### src/rtl/core/arp_pkg.sv
// Shared types, codes and helper functions of the AArch64 relocation patcher.
package arp_pkg;

   localparam int unsigned OP_W    = 11;
   localparam int unsigned ADDR_W  = 64;
   localparam int unsigned WORD_W  = 32;
   localparam int unsigned ALIGN_W = 13;
   localparam int unsigned TCB_W   = 14;

   localparam logic [ADDR_W-1:0] PAGE_LOW  = 64'hfff;
   localparam logic [ADDR_W-1:0] TCB_BYTES = 64'd16;
   localparam logic [TCB_W-1:0]  TCB_RESET = 14'd16;

   // Relocation type numbers.
   localparam logic [OP_W-1:0] OP_NONE_GENERIC       = 11'd0;
   localparam logic [OP_W-1:0] OP_NONE               = 11'd256;
   localparam logic [OP_W-1:0] OP_ABS64              = 11'd257;
   localparam logic [OP_W-1:0] OP_ABS32              = 11'd258;
   localparam logic [OP_W-1:0] OP_ABS16              = 11'd259;
   localparam logic [OP_W-1:0] OP_PREL64             = 11'd260;
   localparam logic [OP_W-1:0] OP_PREL32             = 11'd261;
   localparam logic [OP_W-1:0] OP_PREL16             = 11'd262;
   localparam logic [OP_W-1:0] OP_LD_PREL_LO19       = 11'd273;
   localparam logic [OP_W-1:0] OP_ADR_PREL_LO21      = 11'd274;
   localparam logic [OP_W-1:0] OP_ADR_PREL_PG_HI21   = 11'd275;
   localparam logic [OP_W-1:0] OP_ADR_PREL_PG_HI21_NC = 11'd276;
   localparam logic [OP_W-1:0] OP_ADD_ABS_LO12_NC    = 11'd277;
   localparam logic [OP_W-1:0] OP_LDST8_ABS_LO12_NC  = 11'd278;
   localparam logic [OP_W-1:0] OP_TSTBR14            = 11'd279;
   localparam logic [OP_W-1:0] OP_CONDBR19           = 11'd280;
   localparam logic [OP_W-1:0] OP_JUMP26             = 11'd282;
   localparam logic [OP_W-1:0] OP_CALL26             = 11'd283;
   localparam logic [OP_W-1:0] OP_LDST16_ABS_LO12_NC = 11'd284;
   localparam logic [OP_W-1:0] OP_LDST32_ABS_LO12_NC = 11'd285;
   localparam logic [OP_W-1:0] OP_LDST64_ABS_LO12_NC = 11'd286;
   localparam logic [OP_W-1:0] OP_LDST128_ABS_LO12_NC = 11'd299;
   localparam logic [OP_W-1:0] OP_ADR_GOT_PAGE       = 11'd311;
   localparam logic [OP_W-1:0] OP_LD64_GOT_LO12_NC   = 11'd312;
   localparam logic [OP_W-1:0] OP_LD64_GOTPAGE_LO15  = 11'd313;
   localparam logic [OP_W-1:0] OP_TLSLE_ADD_TPREL_HI12 = 11'd549;
   localparam logic [OP_W-1:0] OP_TLSLE_ADD_TPREL_LO12_NC = 11'd551;
   localparam logic [OP_W-1:0] OP_TLSDESC_ADR_PAGE21 = 11'd562;
   localparam logic [OP_W-1:0] OP_TLSDESC_LD64_LO12  = 11'd563;
   localparam logic [OP_W-1:0] OP_TLSDESC_ADD_LO12   = 11'd564;
   localparam logic [OP_W-1:0] OP_TLSDESC_CALL       = 11'd569;

   // Write sizes and status codes.
   localparam logic [1:0] SIZE_NONE = 2'd0;
   localparam logic [1:0] SIZE_16   = 2'd1;
   localparam logic [1:0] SIZE_32   = 2'd2;
   localparam logic [1:0] SIZE_64   = 2'd3;

   localparam logic [1:0] STAT_OK    = 2'd0;
   localparam logic [1:0] STAT_OVF   = 2'd1;
   localparam logic [1:0] STAT_UNSUP = 2'd2;

   // Configuration register indexes.
   localparam logic CSR_GOT_BASE  = 1'b0;
   localparam logic CSR_SEG_ALIGN = 1'b1;

   typedef enum logic [1:0] {RES_NULL, RES_DATA, RES_INSN, RES_UNSUP} res_kind_type;

   typedef enum logic [2:0] {
      SRC_S, SRC_PREL, SRC_PAGE, SRC_GPAGE, SRC_G, SRC_GREL, SRC_TLS
   } src_type;

   typedef enum logic [3:0] {
      RNG_NONE, RNG_W32, RNG_W16, RNG_S21, RNG_S33, RNG_S16, RNG_S28, RNG_U15, RNG_U24
   } rng_type;

   typedef enum logic [2:0] {IMM_26, IMM_19, IMM_14, IMM_12, IMM_ADR} imm_slot_type;

   typedef struct packed {
      res_kind_type res;
      logic [1:0]   wsize;
      src_type      src;
      rng_type      rng;
      logic         need_g;
      logic         branch;
      logic [3:0]   lsb;
      logic [4:0]   len;
      imm_slot_type imm;
   } dec_type;

   // Stage 1 to stage 2: decoded type plus every candidate value.
   typedef struct packed {
      dec_type           dec;
      logic [ADDR_W-1:0] s;
      logic [ADDR_W-1:0] prel;
      logic [ADDR_W-1:0] page;
      logic [ADDR_W-1:0] ven_off;
      logic              v_zero;
      logic [ADDR_W-1:0] gpage;
      logic [ADDR_W-1:0] g;
      logic              g_nz;
      logic [ADDR_W-1:0] grel;
      logic [ADDR_W-1:0] tls;
      logic [WORD_W-1:0] old_word;
   } s1_type;

   // Stage 2 to stage 3: chosen value and verdict.
   typedef struct packed {
      res_kind_type      res;
      logic [1:0]        wsize;
      logic              ok;
      logic              ven;
      logic [ADDR_W-1:0] x;
      logic [3:0]        lsb;
      logic [4:0]        len;
      imm_slot_type      imm;
      logic [WORD_W-1:0] old_word;
   } s2_type;

   function automatic dec_type make_insn(src_type src, rng_type rng, logic need_g,
                                         logic [3:0] lsb, logic [4:0] len,
                                         imm_slot_type imm);
      dec_type d;
      d.res    = RES_INSN;
      d.wsize  = SIZE_32;
      d.src    = src;
      d.rng    = rng;
      d.need_g = need_g;
      d.branch = 1'b0;
      d.lsb    = lsb;
      d.len    = len;
      d.imm    = imm;
      return d;
   endfunction

   function automatic dec_type make_data(src_type src, rng_type rng, logic [1:0] wsize);
      dec_type d;
      d        = make_insn(src, rng, 1'b0, 4'd0, 5'd0, IMM_12);
      d.res    = RES_DATA;
      d.wsize  = wsize;
      return d;
   endfunction

   function automatic dec_type decode(logic [OP_W-1:0] op);
      dec_type d;
      d = make_data(SRC_S, RNG_NONE, SIZE_NONE);
      d.res = RES_UNSUP;
      unique case (op)
         OP_NONE_GENERIC, OP_NONE, OP_TLSDESC_CALL: d.res = RES_NULL;
         OP_ABS64:  d = make_data(SRC_S, RNG_NONE, SIZE_64);
         OP_ABS32:  d = make_data(SRC_S, RNG_W32, SIZE_32);
         OP_ABS16:  d = make_data(SRC_S, RNG_W16, SIZE_16);
         OP_PREL64: d = make_data(SRC_PREL, RNG_NONE, SIZE_64);
         OP_PREL32: d = make_data(SRC_PREL, RNG_W32, SIZE_32);
         OP_PREL16: d = make_data(SRC_PREL, RNG_W16, SIZE_16);
         OP_LD_PREL_LO19, OP_CONDBR19:
            d = make_insn(SRC_PREL, RNG_S21, 1'b0, 4'd2, 5'd19, IMM_19);
         OP_ADR_PREL_LO21:
            d = make_insn(SRC_PREL, RNG_S21, 1'b0, 4'd0, 5'd21, IMM_ADR);
         OP_ADR_PREL_PG_HI21, OP_TLSDESC_ADR_PAGE21:
            d = make_insn(SRC_PAGE, RNG_S33, 1'b0, 4'd12, 5'd21, IMM_ADR);
         OP_ADR_PREL_PG_HI21_NC:
            d = make_insn(SRC_PAGE, RNG_NONE, 1'b0, 4'd12, 5'd21, IMM_ADR);
         OP_ADD_ABS_LO12_NC, OP_LDST8_ABS_LO12_NC, OP_TLSDESC_ADD_LO12:
            d = make_insn(SRC_S, RNG_NONE, 1'b0, 4'd0, 5'd12, IMM_12);
         OP_LDST16_ABS_LO12_NC:
            d = make_insn(SRC_S, RNG_NONE, 1'b0, 4'd1, 5'd11, IMM_12);
         OP_LDST32_ABS_LO12_NC:
            d = make_insn(SRC_S, RNG_NONE, 1'b0, 4'd2, 5'd10, IMM_12);
         OP_LDST64_ABS_LO12_NC, OP_TLSDESC_LD64_LO12:
            d = make_insn(SRC_S, RNG_NONE, 1'b0, 4'd3, 5'd9, IMM_12);
         OP_LDST128_ABS_LO12_NC:
            d = make_insn(SRC_S, RNG_NONE, 1'b0, 4'd4, 5'd8, IMM_12);
         OP_TSTBR14:
            d = make_insn(SRC_PREL, RNG_S16, 1'b0, 4'd2, 5'd14, IMM_14);
         OP_JUMP26, OP_CALL26: begin
            d = make_insn(SRC_PREL, RNG_NONE, 1'b0, 4'd2, 5'd26, IMM_26);
            d.branch = 1'b1;
         end
         OP_ADR_GOT_PAGE:
            d = make_insn(SRC_GPAGE, RNG_S33, 1'b1, 4'd12, 5'd21, IMM_ADR);
         OP_LD64_GOT_LO12_NC:
            d = make_insn(SRC_G, RNG_NONE, 1'b1, 4'd3, 5'd9, IMM_12);
         OP_LD64_GOTPAGE_LO15:
            d = make_insn(SRC_GREL, RNG_U15, 1'b1, 4'd3, 5'd12, IMM_12);
         OP_TLSLE_ADD_TPREL_HI12:
            d = make_insn(SRC_TLS, RNG_U24, 1'b0, 4'd12, 5'd12, IMM_12);
         OP_TLSLE_ADD_TPREL_LO12_NC:
            d = make_insn(SRC_TLS, RNG_NONE, 1'b0, 4'd0, 5'd12, IMM_12);
         default: d.res = RES_UNSUP;
      endcase
      return d;
   endfunction

   // True for RNG_NONE, else when x + neg, wrapped to 64 bits, lies below neg + pos.
   function automatic logic range_ok(logic [ADDR_W-1:0] x, rng_type rng);
      logic [ADDR_W-1:0] neg;
      logic [ADDR_W-1:0] lim;
      neg = '0;
      lim = '0;
      unique case (rng)
         RNG_W32: begin neg = 64'd1 << 31; lim = (64'd1 << 31) + (64'd1 << 32); end
         RNG_W16: begin neg = 64'd1 << 15; lim = (64'd1 << 15) + (64'd1 << 16); end
         RNG_S21: begin neg = 64'd1 << 20; lim = 64'd1 << 21; end
         RNG_S33: begin neg = 64'd1 << 32; lim = 64'd1 << 33; end
         RNG_S16: begin neg = 64'd1 << 15; lim = 64'd1 << 16; end
         RNG_S28: begin neg = 64'd1 << 27; lim = 64'd1 << 28; end
         RNG_U15: begin neg = '0; lim = 64'd1 << 15; end
         RNG_U24: begin neg = '0; lim = 64'd1 << 24; end
         default: begin neg = '0; lim = '0; end
      endcase
      return (rng == RNG_NONE) || ((x + neg) < lim);
   endfunction

   // TCB size rounded up to the TLS alignment.
   function automatic logic [TCB_W-1:0] tcb_round(logic [ALIGN_W-1:0] a);
      logic [ADDR_W-1:0] a64;
      logic [ADDR_W-1:0] r;
      a64 = {{(ADDR_W-ALIGN_W){1'b0}}, a};
      r   = (TCB_BYTES + a64 - 64'd1) & ~(a64 - 64'd1);
      return r[TCB_W-1:0];
   endfunction

endpackage

### src/rtl/core/arp_decode.sv
// Stage 1: relocation type decode and the address subtractions.
module arp_decode (
   input  logic                          clock,
   input  logic                          reset,
   input  logic                          in_valid,
   input  logic [arp_pkg::OP_W-1:0]      op,
   input  logic [arp_pkg::ADDR_W-1:0]    sym_plus_addend,
   input  logic [arp_pkg::ADDR_W-1:0]    place_addr,
   input  logic [arp_pkg::WORD_W-1:0]    old_word,
   input  logic [arp_pkg::ADDR_W-1:0]    got_entry_addr,
   input  logic [arp_pkg::ADDR_W-1:0]    veneer_addr,
   input  logic [arp_pkg::ADDR_W-1:0]    got_base,
   input  logic [arp_pkg::TCB_W-1:0]     tcb_rounded,
   output logic                          s1_valid,
   output arp_pkg::s1_type               s1
);

   arp_pkg::s1_type s1_in;
   arp_pkg::s1_type s1_ff;
   logic            s1_valid_ff;
   logic [arp_pkg::ADDR_W-1:0] p_page;

   always_comb begin
      p_page         = place_addr & ~arp_pkg::PAGE_LOW;
      s1_in.dec      = arp_pkg::decode(op);
      s1_in.s        = sym_plus_addend;
      s1_in.prel     = sym_plus_addend - place_addr;
      s1_in.page     = (sym_plus_addend & ~arp_pkg::PAGE_LOW) - p_page;
      s1_in.ven_off  = veneer_addr - place_addr;
      s1_in.v_zero   = (veneer_addr == '0);
      s1_in.gpage    = (got_entry_addr & ~arp_pkg::PAGE_LOW) - p_page;
      s1_in.g        = got_entry_addr;
      s1_in.g_nz     = (got_entry_addr != '0);
      s1_in.grel     = got_entry_addr - (got_base & ~arp_pkg::PAGE_LOW);
      s1_in.tls      = sym_plus_addend
                     + {{(arp_pkg::ADDR_W-arp_pkg::TCB_W){1'b0}}, tcb_rounded};
      s1_in.old_word = old_word;
   end

   always_ff @(posedge clock) begin
      if (reset) begin
         s1_valid_ff <= 1'b0;
      end else begin
         s1_valid_ff <= in_valid;
      end
   end

   always_ff @(posedge clock) begin
      s1_ff <= s1_in;
   end

   assign s1_valid = s1_valid_ff;
   assign s1       = s1_ff;

endmodule

### src/rtl/core/arp_check.sv
// Stage 2: value selection, range checks and the branch veneer decision.
module arp_check (
   input  logic             clock,
   input  logic             reset,
   input  logic             s1_valid,
   input  arp_pkg::s1_type  s1,
   output logic             s2_valid,
   output arp_pkg::s2_type  s2
);

   arp_pkg::s2_type s2_in;
   arp_pkg::s2_type s2_ff;
   logic            s2_valid_ff;
   logic [arp_pkg::ADDR_W-1:0] x_sel;
   logic            sel_ok;
   logic            prel_ok;
   logic            ven_ok;

   always_comb begin
      unique case (s1.dec.src)
         arp_pkg::SRC_S:     x_sel = s1.s;
         arp_pkg::SRC_PREL:  x_sel = s1.prel;
         arp_pkg::SRC_PAGE:  x_sel = s1.page;
         arp_pkg::SRC_GPAGE: x_sel = s1.gpage;
         arp_pkg::SRC_G:     x_sel = s1.g;
         arp_pkg::SRC_GREL:  x_sel = s1.grel;
         arp_pkg::SRC_TLS:   x_sel = s1.tls;
         default:            x_sel = s1.s;
      endcase
      sel_ok  = arp_pkg::range_ok(x_sel, s1.dec.rng);
      prel_ok = arp_pkg::range_ok(s1.prel, arp_pkg::RNG_S28);
      ven_ok  = arp_pkg::range_ok(s1.ven_off, arp_pkg::RNG_S28);

      s2_in.res      = s1.dec.res;
      s2_in.wsize    = s1.dec.wsize;
      s2_in.lsb      = s1.dec.lsb;
      s2_in.len      = s1.dec.len;
      s2_in.imm      = s1.dec.imm;
      s2_in.old_word = s1.old_word;
      s2_in.x        = x_sel;
      s2_in.ven      = 1'b0;
      s2_in.ok       = sel_ok && (s1.g_nz || !s1.dec.need_g);

      // An out-of-range branch goes through the veneer when one is supplied.
      if (s1.dec.branch && !prel_ok) begin
         if (s1.v_zero) begin
            s2_in.ok = 1'b0;
         end else begin
            s2_in.x   = s1.ven_off;
            s2_in.ven = 1'b1;
            s2_in.ok  = ven_ok;
         end
      end
   end

   always_ff @(posedge clock) begin
      if (reset) begin
         s2_valid_ff <= 1'b0;
      end else begin
         s2_valid_ff <= s1_valid;
      end
   end

   always_ff @(posedge clock) begin
      s2_ff <= s2_in;
   end

   assign s2_valid = s2_valid_ff;
   assign s2       = s2_ff;

endmodule

### src/rtl/core/arp_merge.sv
// Stage 3: immediate extraction, instruction merge and result formatting.
module arp_merge (
   input  logic                        clock,
   input  logic                        reset,
   input  logic                        s2_valid,
   input  arp_pkg::s2_type             s2,
   output logic                        rsp_valid,
   output logic [arp_pkg::ADDR_W-1:0]  rsp_new_value,
   output logic [1:0]                  rsp_write_size,
   output logic [1:0]                  rsp_status,
   output logic                        rsp_used_veneer
);

   logic                       valid_ff;
   logic [arp_pkg::ADDR_W-1:0] value_ff;
   logic [arp_pkg::ADDR_W-1:0] value_in;
   logic [1:0]                 size_ff;
   logic [1:0]                 size_in;
   logic [1:0]                 status_ff;
   logic [1:0]                 status_in;
   logic                       veneer_ff;
   logic                       veneer_in;
   logic [arp_pkg::ADDR_W-1:0] shifted;
   logic [arp_pkg::WORD_W-1:0] fld;
   logic [arp_pkg::WORD_W-1:0] w;
   logic [arp_pkg::WORD_W-1:0] patched;
   logic [arp_pkg::ADDR_W-1:0] data_word;

   always_comb begin
      shifted = s2.x >> s2.lsb;
      fld     = shifted[arp_pkg::WORD_W-1:0] & ((32'd1 << s2.len) - 32'd1);
      w       = s2.old_word;
      unique case (s2.imm)
         arp_pkg::IMM_26:  patched = {w[31:26], fld[25:0]};
         arp_pkg::IMM_19:  patched = {w[31:24], fld[18:0], w[4:0]};
         arp_pkg::IMM_14:  patched = {w[31:19], fld[13:0], w[4:0]};
         arp_pkg::IMM_12:  patched = {w[31:22], fld[11:0], w[9:0]};
         arp_pkg::IMM_ADR: patched = {w[31], fld[1:0], w[28:24], fld[20:2], w[4:0]};
         default:          patched = w;
      endcase

      unique case (s2.wsize)
         arp_pkg::SIZE_16: data_word = {48'd0, s2.x[15:0]};
         arp_pkg::SIZE_32: data_word = {32'd0, s2.x[31:0]};
         arp_pkg::SIZE_64: data_word = s2.x;
         default:          data_word = '0;
      endcase

      value_in  = '0;
      size_in   = arp_pkg::SIZE_NONE;
      status_in = arp_pkg::STAT_OK;
      veneer_in = 1'b0;
      unique case (s2.res)
         arp_pkg::RES_NULL: status_in = arp_pkg::STAT_OK;
         arp_pkg::RES_UNSUP: status_in = arp_pkg::STAT_UNSUP;
         arp_pkg::RES_DATA: begin
            if (s2.ok) begin
               value_in = data_word;
               size_in  = s2.wsize;
            end else begin
               status_in = arp_pkg::STAT_OVF;
            end
         end
         arp_pkg::RES_INSN: begin
            if (s2.ok) begin
               value_in  = {32'd0, patched};
               size_in   = arp_pkg::SIZE_32;
               veneer_in = s2.ven;
            end else begin
               status_in = arp_pkg::STAT_OVF;
            end
         end
         default: status_in = arp_pkg::STAT_UNSUP;
      endcase
   end

   always_ff @(posedge clock) begin
      if (reset) begin
         valid_ff <= 1'b0;
      end else begin
         valid_ff <= s2_valid;
      end
   end

   always_ff @(posedge clock) begin
      value_ff  <= value_in;
      size_ff   <= size_in;
      status_ff <= status_in;
      veneer_ff <= veneer_in;
   end

   assign rsp_valid       = valid_ff;
   assign rsp_new_value   = value_ff;
   assign rsp_write_size  = size_ff;
   assign rsp_status      = status_ff;
   assign rsp_used_veneer = veneer_ff;

endmodule

### src/rtl/core/arm64_relocation_patcher.sv
// Top level of the AArch64 RELA relocation patcher: configuration registers and pipeline.
//
// The patcher accepts one relocation item per clock cycle whenever start is high and busy
// is low; busy is high only while reset is asserted. Each item produces exactly one result,
// shown on the rsp_ ports with rsp_valid high for a single cycle. Each item passes through
// three register stages (decode and address subtraction, range check and veneer choice,
// immediate merge), and results come out in input order. The receiver cannot stall the
// pipeline, so it must take every result as it appears. Write the csr_ registers only
// when no item is in flight.
module arm64_relocation_patcher (
   input  logic                        clock,
   input  logic                        reset,
   input  logic                        start,
   output logic                        busy,
   input  logic [arp_pkg::OP_W-1:0]    req_op,
   input  logic [arp_pkg::ADDR_W-1:0]  req_sym_plus_addend,
   input  logic [arp_pkg::ADDR_W-1:0]  req_place_addr,
   input  logic [arp_pkg::WORD_W-1:0]  req_old_word,
   input  logic [arp_pkg::ADDR_W-1:0]  req_got_entry_addr,
   input  logic [arp_pkg::ADDR_W-1:0]  req_veneer_addr,
   input  logic                        csr_wr_en,
   input  logic                        csr_index,
   input  logic [arp_pkg::ADDR_W-1:0]  csr_wdata,
   output logic                        rsp_valid,
   output logic [arp_pkg::ADDR_W-1:0]  rsp_new_value,
   output logic [1:0]                  rsp_write_size,
   output logic [1:0]                  rsp_status,
   output logic                        rsp_used_veneer
);

   logic [arp_pkg::ADDR_W-1:0] got_base_ff;
   logic [arp_pkg::TCB_W-1:0]  tcb_ff;
   logic                       accept;
   logic                       s1_valid;
   arp_pkg::s1_type            s1;
   logic                       s2_valid;
   arp_pkg::s2_type            s2;

   assign busy   = reset;
   assign accept = start && !busy;

   // The TLS alignment is kept as the rounded TCB size it implies.
   always_ff @(posedge clock) begin
      if (reset) begin
         got_base_ff <= '0;
         tcb_ff      <= arp_pkg::TCB_RESET;
      end else if (csr_wr_en) begin
         unique case (csr_index)
            arp_pkg::CSR_GOT_BASE:  got_base_ff <= csr_wdata;
            arp_pkg::CSR_SEG_ALIGN:
               tcb_ff <= arp_pkg::tcb_round(csr_wdata[arp_pkg::ALIGN_W-1:0]);
            default: got_base_ff <= got_base_ff;
         endcase
      end
   end

   arp_decode u_decode (
      .clock           (clock),
      .reset           (reset),
      .in_valid        (accept),
      .op              (req_op),
      .sym_plus_addend (req_sym_plus_addend),
      .place_addr      (req_place_addr),
      .old_word        (req_old_word),
      .got_entry_addr  (req_got_entry_addr),
      .veneer_addr     (req_veneer_addr),
      .got_base        (got_base_ff),
      .tcb_rounded     (tcb_ff),
      .s1_valid        (s1_valid),
      .s1              (s1)
   );

   arp_check u_check (
      .clock    (clock),
      .reset    (reset),
      .s1_valid (s1_valid),
      .s1       (s1),
      .s2_valid (s2_valid),
      .s2       (s2)
   );

   arp_merge u_merge (
      .clock           (clock),
      .reset           (reset),
      .s2_valid        (s2_valid),
      .s2              (s2),
      .rsp_valid       (rsp_valid),
      .rsp_new_value   (rsp_new_value),
      .rsp_write_size  (rsp_write_size),
      .rsp_status      (rsp_status),
      .rsp_used_veneer (rsp_used_veneer)
   );

endmodule
### config.mk
export PLATFORM = sky130hd
export DESIGN_NAME = arm64_relocation_patcher
export DESIGN_NICKNAME = d
export VERILOG_FILES = /design/src/rtl/core/arp_pkg.sv /design/src/rtl/core/arp_decode.sv /design/src/rtl/core/arp_check.sv /design/src/rtl/core/arp_merge.sv /design/src/rtl/core/arm64_relocation_patcher.sv
export SDC_FILE = /design/constraint.sdc
export NUM_CORES = 2
export LEC_CHECK = 0
export BUFFER_PORTS_ARGS = -buffer_cell sky130_fd_sc_hd__buf_2
export CORE_ASPECT_RATIO = 0.75
export CORE_MARGIN = 5
export CORE_UTILIZATION = 50
export DETAILED_ROUTE_END_ITERATION = 10
export PLACE_DENSITY_LB_ADDON = 0.25
export SYNTH_ARGS = -nofsm -noshare
export SYNTH_HDL_FRONTEND = slang
export SYNTH_SLANG_ARGS = --single-unit
### constraint.sdc
create_clock -name clock -period 12.13 [get_ports clock]
set_input_delay 1.213 -clock clock [delete_from_list [all_inputs] [get_ports clock]]
set_output_delay 1.213 -clock clock [all_outputs]
set_load 0.03 [all_outputs]
* After elaboration in Yosys (flattened, before gate mapping)
Memory sizes are Yosys's and may differ from the RTL's. A register that Yosys moved wholly into a read port is not among the register bits.
Index checks and enable logic that the tools add are counted.
** Storage, ports and cells
- Memory bits (read-only) :: 208
- Flip-flop bits (word level) :: 835
- Memories kept :: 1
- Logic and storage cells :: 149
** Memory list
- (no name shown) :: words 16, bits a word 13, rd ports 1, clocked after memory_dff 1, wr ports 0, RTL line arp_pkg.sv:195 : unique case (rng)
** Cells by class
- Eq/ne operators :: 46
- Reduce and logical (&&, ||, !) cells :: 26
- Bitwise logic cells :: 4
- $add $sub $neg :: 13
- Magnitude comparators :: 3
- Mux-type cells :: 16
- Shift-type cells :: 2
** Operators by type and width (count)
- $pmux W23 S22 :: 1
- $pmux W64 S6 :: 1
- $sub A64 B64 Y64 :: 5
- $eq A11 B9 Y1 const B :: 24
- $pmux W64 S3 :: 1
- $pmux W31 S5 :: 1
- $add A64 B28 Y64 const B :: 2
- $lt A64 B29 Y1 const B :: 2
- $pmux W64 S2 :: 1
- $eq A11 B10 Y1 const B :: 6
- $mux W66 :: 1
- $mux W65 :: 1
- $add A64 B14 Y64 :: 1
- $add A64 B64 Y64 :: 1
- $logic_not A64 Y1 :: 1
- $lt A64 B64 Y1 :: 1
- $mux W64 :: 1
- $reduce_bool A64 Y1 :: 1
- $shr A64 B4 Y26 :: 1
- $mux W32 :: 1
- $and A26 B26 Y26 :: 1
- $shl A1 B5 Y26 const A :: 1
- $sub A26 B1 Y26 const B :: 1
- $reduce_or A22 Y1 :: 1
- other kinds (26) :: 52

* Depth between registers and ports, before layout
- Depth after elaboration :: 7
- Depth in mapped cells :: 29
- Depth with buffers taken out :: 21

* Modules after synthesis
Synthesis repeated with hierarchy kept, for this count alone.
** Second synthesis, totals
- Cell total of the unflattened synthesis :: 5576
- Area total of the unflattened synthesis :: 46560.9 um2
** By module, submodules not included
- arp_decode :: seq. area each 10730.3 um2, instances 1, area an instance 28174.5 um2, cells each 3226
- arp_check :: seq. area each 2302.2 um2, instances 1, area an instance 10173.5 um2, cells each 1403
- arp_merge :: seq. area each 1401.3 um2, instances 1, area an instance 5416.4 um2, cells each 596
- arm64_relocation_patcher :: seq. area each 1481.4 um2, instances 1, area an instance 2796.4 um2, cells each 351

* Worst setup path after synthesis
No wires, ideal clock.
- Kind :: flip-flop to flip-flop
- Start :: register u_decode.s1_ff, in the netlist u_decode.s1[565]
- End :: register u_check.s2_ff, in the netlist u_check.s2[109]
- Setup slack :: 6962 ps
- Required time :: 12071 ps
- Stages on the path, launching flop included :: 28
- Path buffers :: 9
- Arrival time :: 5108 ps
- Setup time :: 59 ps
- Cell sequence :: dfxtp_1 -> buf_6 -> buf_8 -> buf_8 -> buf_8 -> buf_6 -> buf_4 -> clkbuf_1 -> clkbuf_1 -> buf_1 -> mux2i_1 -> o21ai_0 -> o21ai_0 -> o21ai_0 -> ha_1 -> ha_1 -> a41o_1 -> a41oi_4 -> o21ai_4 -> xor2_1 -> ha_1 -> a21oi_1 -> nand3_1 -> nor4_1 -> and4_1 -> nand4_1 -> nor4_1 -> a41o_1
** RTL lines
- start, declared :: RTL line arp_decode.sv:19 : arp_pkg::s1_type s1_ff;
- start signal, assigned :: RTL line arp_decode.sv:49 : s1_ff <= s1_in;
- end signal, assigned :: RTL line arp_check.sv:65 : s2_ff <= s2_in;
- end, declared :: RTL line arp_check.sv:12 : arp_pkg::s2_type s2_ff;

==> results.md <==
- Status: completed
- Htree depth: 3
- WP depth: 18
- P_sw: 2300 uW
- Startpoint types: flip-flop
- Number of DRC markers in iteration 0: roughly 5,500
- Post-CTS sizing: 0
- RSZ-0062 raised after global routing: false
- Met1 wire length: 78.5 mm
- Area after DPL: 47,100 um^2
- Clk_lat worst skew: 0.67 ns
- Part of the power in the clock network: 36.7%
- # hold bufs at CTS: 0
- Post-route ant nets: 0
- Die area: 94,700 um^2
- EDFF count, synth: 0
- Slew Limit Fails: 0
- Overall via count from detail_route: 43,100
- Synthesized area: ~44,000 um^2
- Global-route wire length before repair: ~270 mm
- Switching Fraction: 32.0%
- Final period util: 48.8%
- Most used cell, CP: ha_1
- Setup Buffers After CTS: 0
- Site row count: 94
- Grt ovf: 0
- Die height: 268 um
- Crit path launch: u_decode.s1[566]
- Total CTS buffers: 82
- CP required: approximately 13 ns
- Worst Path Buf+Inv: 1
- CP Cell Sequence: buf_4 -> nand2b_1 -> o221ai_1 -> o21ai_0 -> o21ai_0 -> ha_1 -> ha_1 -> a41o_1 -> a41oi_4 -> o21ai_4 -> xor2_1 -> ha_1 -> o211ai_1 -> a31oi_1 -> a2111oi_0 -> nand4_1 -> nor4_1 -> a41o_1
- Area Growth Syn to Fin: 12.7%
- Crit path capture type: flip-flop
- DP HPWL: around 150 mm
- Final setup viols: 0
- Worst hold slack: ~0.31 ns
- R2R cell count: 18
- Final wirelength: 189 mm
- IO buf count: 438
- Synth Flop Type: dfxtp_1
- Min Tclk post-route: 5.91 ns
- Critical path's top delay family: compound AO/OA/AOI/OAI gates
- Synthesized instance count: 5,221
- Worst setup path endpoint: u_check.s2[109]
- Global Route Usage Sum: 37.8%
- Design area: between 40,000 and 50,000 um^2
- Yosys cell types: around 110
- Largest stage delay, worst path: 0.72 ns
- R2r endpoint: u_check.s2[109]
- Top layer in use: met5
- Lkg Pwr: around 0.02 uW
- Yosys warns: 0
- Post-synth ARST share: 0%
- Layout Nets: a little over 6,000
- Net Count, Synth: 5,854
- Type of the most critical hold path: flip-flop to flip-flop
- Max-cap viol count: 0
- CTS Sinks: 786
- Synth top area share: 35.5%
- Root buf cell: clkbuf_16
- Sum of negative setup slack: 0 ns
- Met3 WL: 32.6 mm
- Worst Path Class, Setup: flip-flop to flip-flop
- Clk_skew: approximately 0.038 ns
- Initial antenna violation count: 24
- Top Ports: 439
- Worst r2r src: u_decode.s1[566]
- Internal cell power: 4890 uW
- Largest net degree at the start of global routing: 75
- Routed WL per cell: about 28 um
- Core area: roughly 88,000 um^2
- Reg2reg setup slack: approximately 6.2 ns
- CTS max path bufs: 3
- Synthesized area per cell: approximately 8.5 um^2
- Fmax: about 170 MHz
- Sequential group share of total power: 43.5%
- Post-synth top cells: 786 x dfxtp_1, 485 x nand2_1, 449 x a21oi_1
- Vias/cell: 6.37
- Worst rel slew slack: 7.12%
- Slew @ Worst Pin: roughly 1.4 ns
- Area contributors post-synth: dfxtp_1 36%, ha_1 7.3%, a21oi_1 5.1%
- Global placement routability congestion: 1.12
- Worst-path fanout max: a little over 60
- Pre-antenna DRT Iters: 8
- WP data arrival: between 6 and 7 ns
- Met2 WL: 71.7 mm
- Max VDD drop: 112 uV
- Vias in the first global route: between 30,000 and 40,000
- Clock transition at path regs: roughly 0.07 ns
- Most common cell in the netlist: dfxtp_1
- Post-synthesis sequential area ratio: a little over a third
- Synthesized flop and latch total: 786
- Initial Util: between 50% and 60%
- Combinational power share: 19.8%
- Share of cells above drive strength 1: 14.1%
- PD cells: 144 nW/um^2
- Area leader, netlist: dfxtp_1
- Die Wd: 354 um
- Hold Vio Cnt, Final: 0
- Post-route DRC: 0
- Slowest cell on crit path: dfxtp_4
- CTS tree: yes
[cell usage in the layout (no fill, tap or decap), types with 20 or more instances in the layout]
cell type / instances
dfxtp_1: 780
nand2_1: 485
a21oi_1: 449
buf_2: 438
nor2_1: 353
o21ai_0: 331
inv_1: 265
ha_1: 259
xnor2_1: 226
mux2i_1: 126
nand3_1: 125
a21o_1: 119
xor2_1: 117
nand4_1: 87
nor2b_1: 84
clkbuf_16: 83
nor3_1: 79
and2_1: 67
mux2_2: 67
nor4_1: 65
o22ai_1: 61
and3_1: 56
nand2b_1: 54
o21bai_1: 53
a211oi_1: 52
a31oi_1: 45
o21a_1: 42
a21boi_0: 38
o211ai_1: 34
buf_4: 31
mux4_2: 29
or2_2: 27
o221ai_1: 23
diode_2: 21
or3_1: 20
o31ai_1: 20
[worst reg2reg max path, delay by kind of cell, from the launching register on]
family | cells | cell delay, ns
buf+inv | 1 | 0.70
fa+ha+maj | 3 | 0.90
simple gates | 3 | 1.04
compound gates | 10 | 2.30
flops | 1 | 0.72
xor+xnor | 1 | 0.20
[per-layer routing]
layer  global-route usage (%)  vias up
met1                     52.3    20300
met5                     1.71        -
li1                         -    19400
met4                     9.95       20
met2                     50.6     2960
met3                     20.6      368
[cell families (layout without fill, tap and decap cells)]
family / Yosys count / count (layout) / share of synthesized area (%)
AND/OR/NAND/NOR: 1612 / 1612 / 18.1
AO/OA/AOI/OAI: 1475 / 1475 / 21.2
flip-flops: 786 / 786 / 35.5
buffers and inverters: 517 / 884 / 4.85
XOR/XNOR: 343 / 343 / 6.78
adder cells (fa/ha/maj): 265 / 265 / 7.59
multiplexers: 222 / 222 / 6.03
other: 1 / 22 / 0.00847
[stage by stage]
stage / worst slack (ns) / std cells / power (uW) / util, %
after CTS: 6.42 / 6740 / 7100 / 56.8
after global placement: 6.58 / 6592 / 4490 / 53.6
final: 6.22 / 6761 / 7190 / 56.9
after global routing: 6.03 / 6748 / 7400 / 56.8
after floorplan: 6.96 / 5221 / 3900 / -
after detailed placement: 6.43 / 6592 / 4500 / 53.6
[worst min path at each step]
stage | from | endpoint | slack (ns) | cells after the start
3_5_place_dp | u_decode.s1[554] | u_check.s2[40] | 0.31 | 0
3_3_place_gp | u_decode.s1[556] | u_check.s2[42] | 0.31 | 0
6_report | u_decode.s1[555] | u_check.s2[41] | 0.31 | 0
4_1_cts | u_decode.s1[555] | u_check.s2[41] | 0.31 | 0
5_1_grt | u_decode.s1[554] | u_check.s2[40] | 0.32 | 0
2_1_floorplan | u_decode.s1[0] | u_check.s2[0] | 0.31 | 0
[final cells by class]
type	instances	area, um^2
Fill cell	8014	37800
Multi-Input combinational cell	3918	26500
Sequential cell	786	15800
Timing Repair Buffer	469	2420
Clock buffer	105	2300
Tap cell	1152	1440
Inverter	267	1000
Clock inverter	43	485
Antenna cell	21	52.6
[power groups by stage]
| stage | sequential [uW] | clock (uW) | combinational (uW) |
|---|---|---|---|
| 3_5_place_dp | 3150 | 0 | 1350 |
| 3_3_place_gp | 3150 | 0 | 1340 |
| 2_1_floorplan | 3020 | 0 | 880 |
| 5_1_grt | 3130 | 2770 | 1500 |
| 4_1_cts | 3090 | 2660 | 1350 |
| 6_report | 3130 | 2640 | 1430 |
[state kept, by name, summed over array words and instances, names as in the netlist, named ones only]
signal	cells
u_check.s2_valid	1
u_decode.s1	531
u_merge.rsp_new_value	64
u_check.s2	114
u_decode.s1_valid	1
u_merge.rsp_valid	1
tcb_ff	10
u_merge.rsp_status	2
u_merge.rsp_write_size	2
got_base_ff	52
u_merge.rsp_used_veneer	1
No activity file was read; power rests on OpenSTA's default activity.
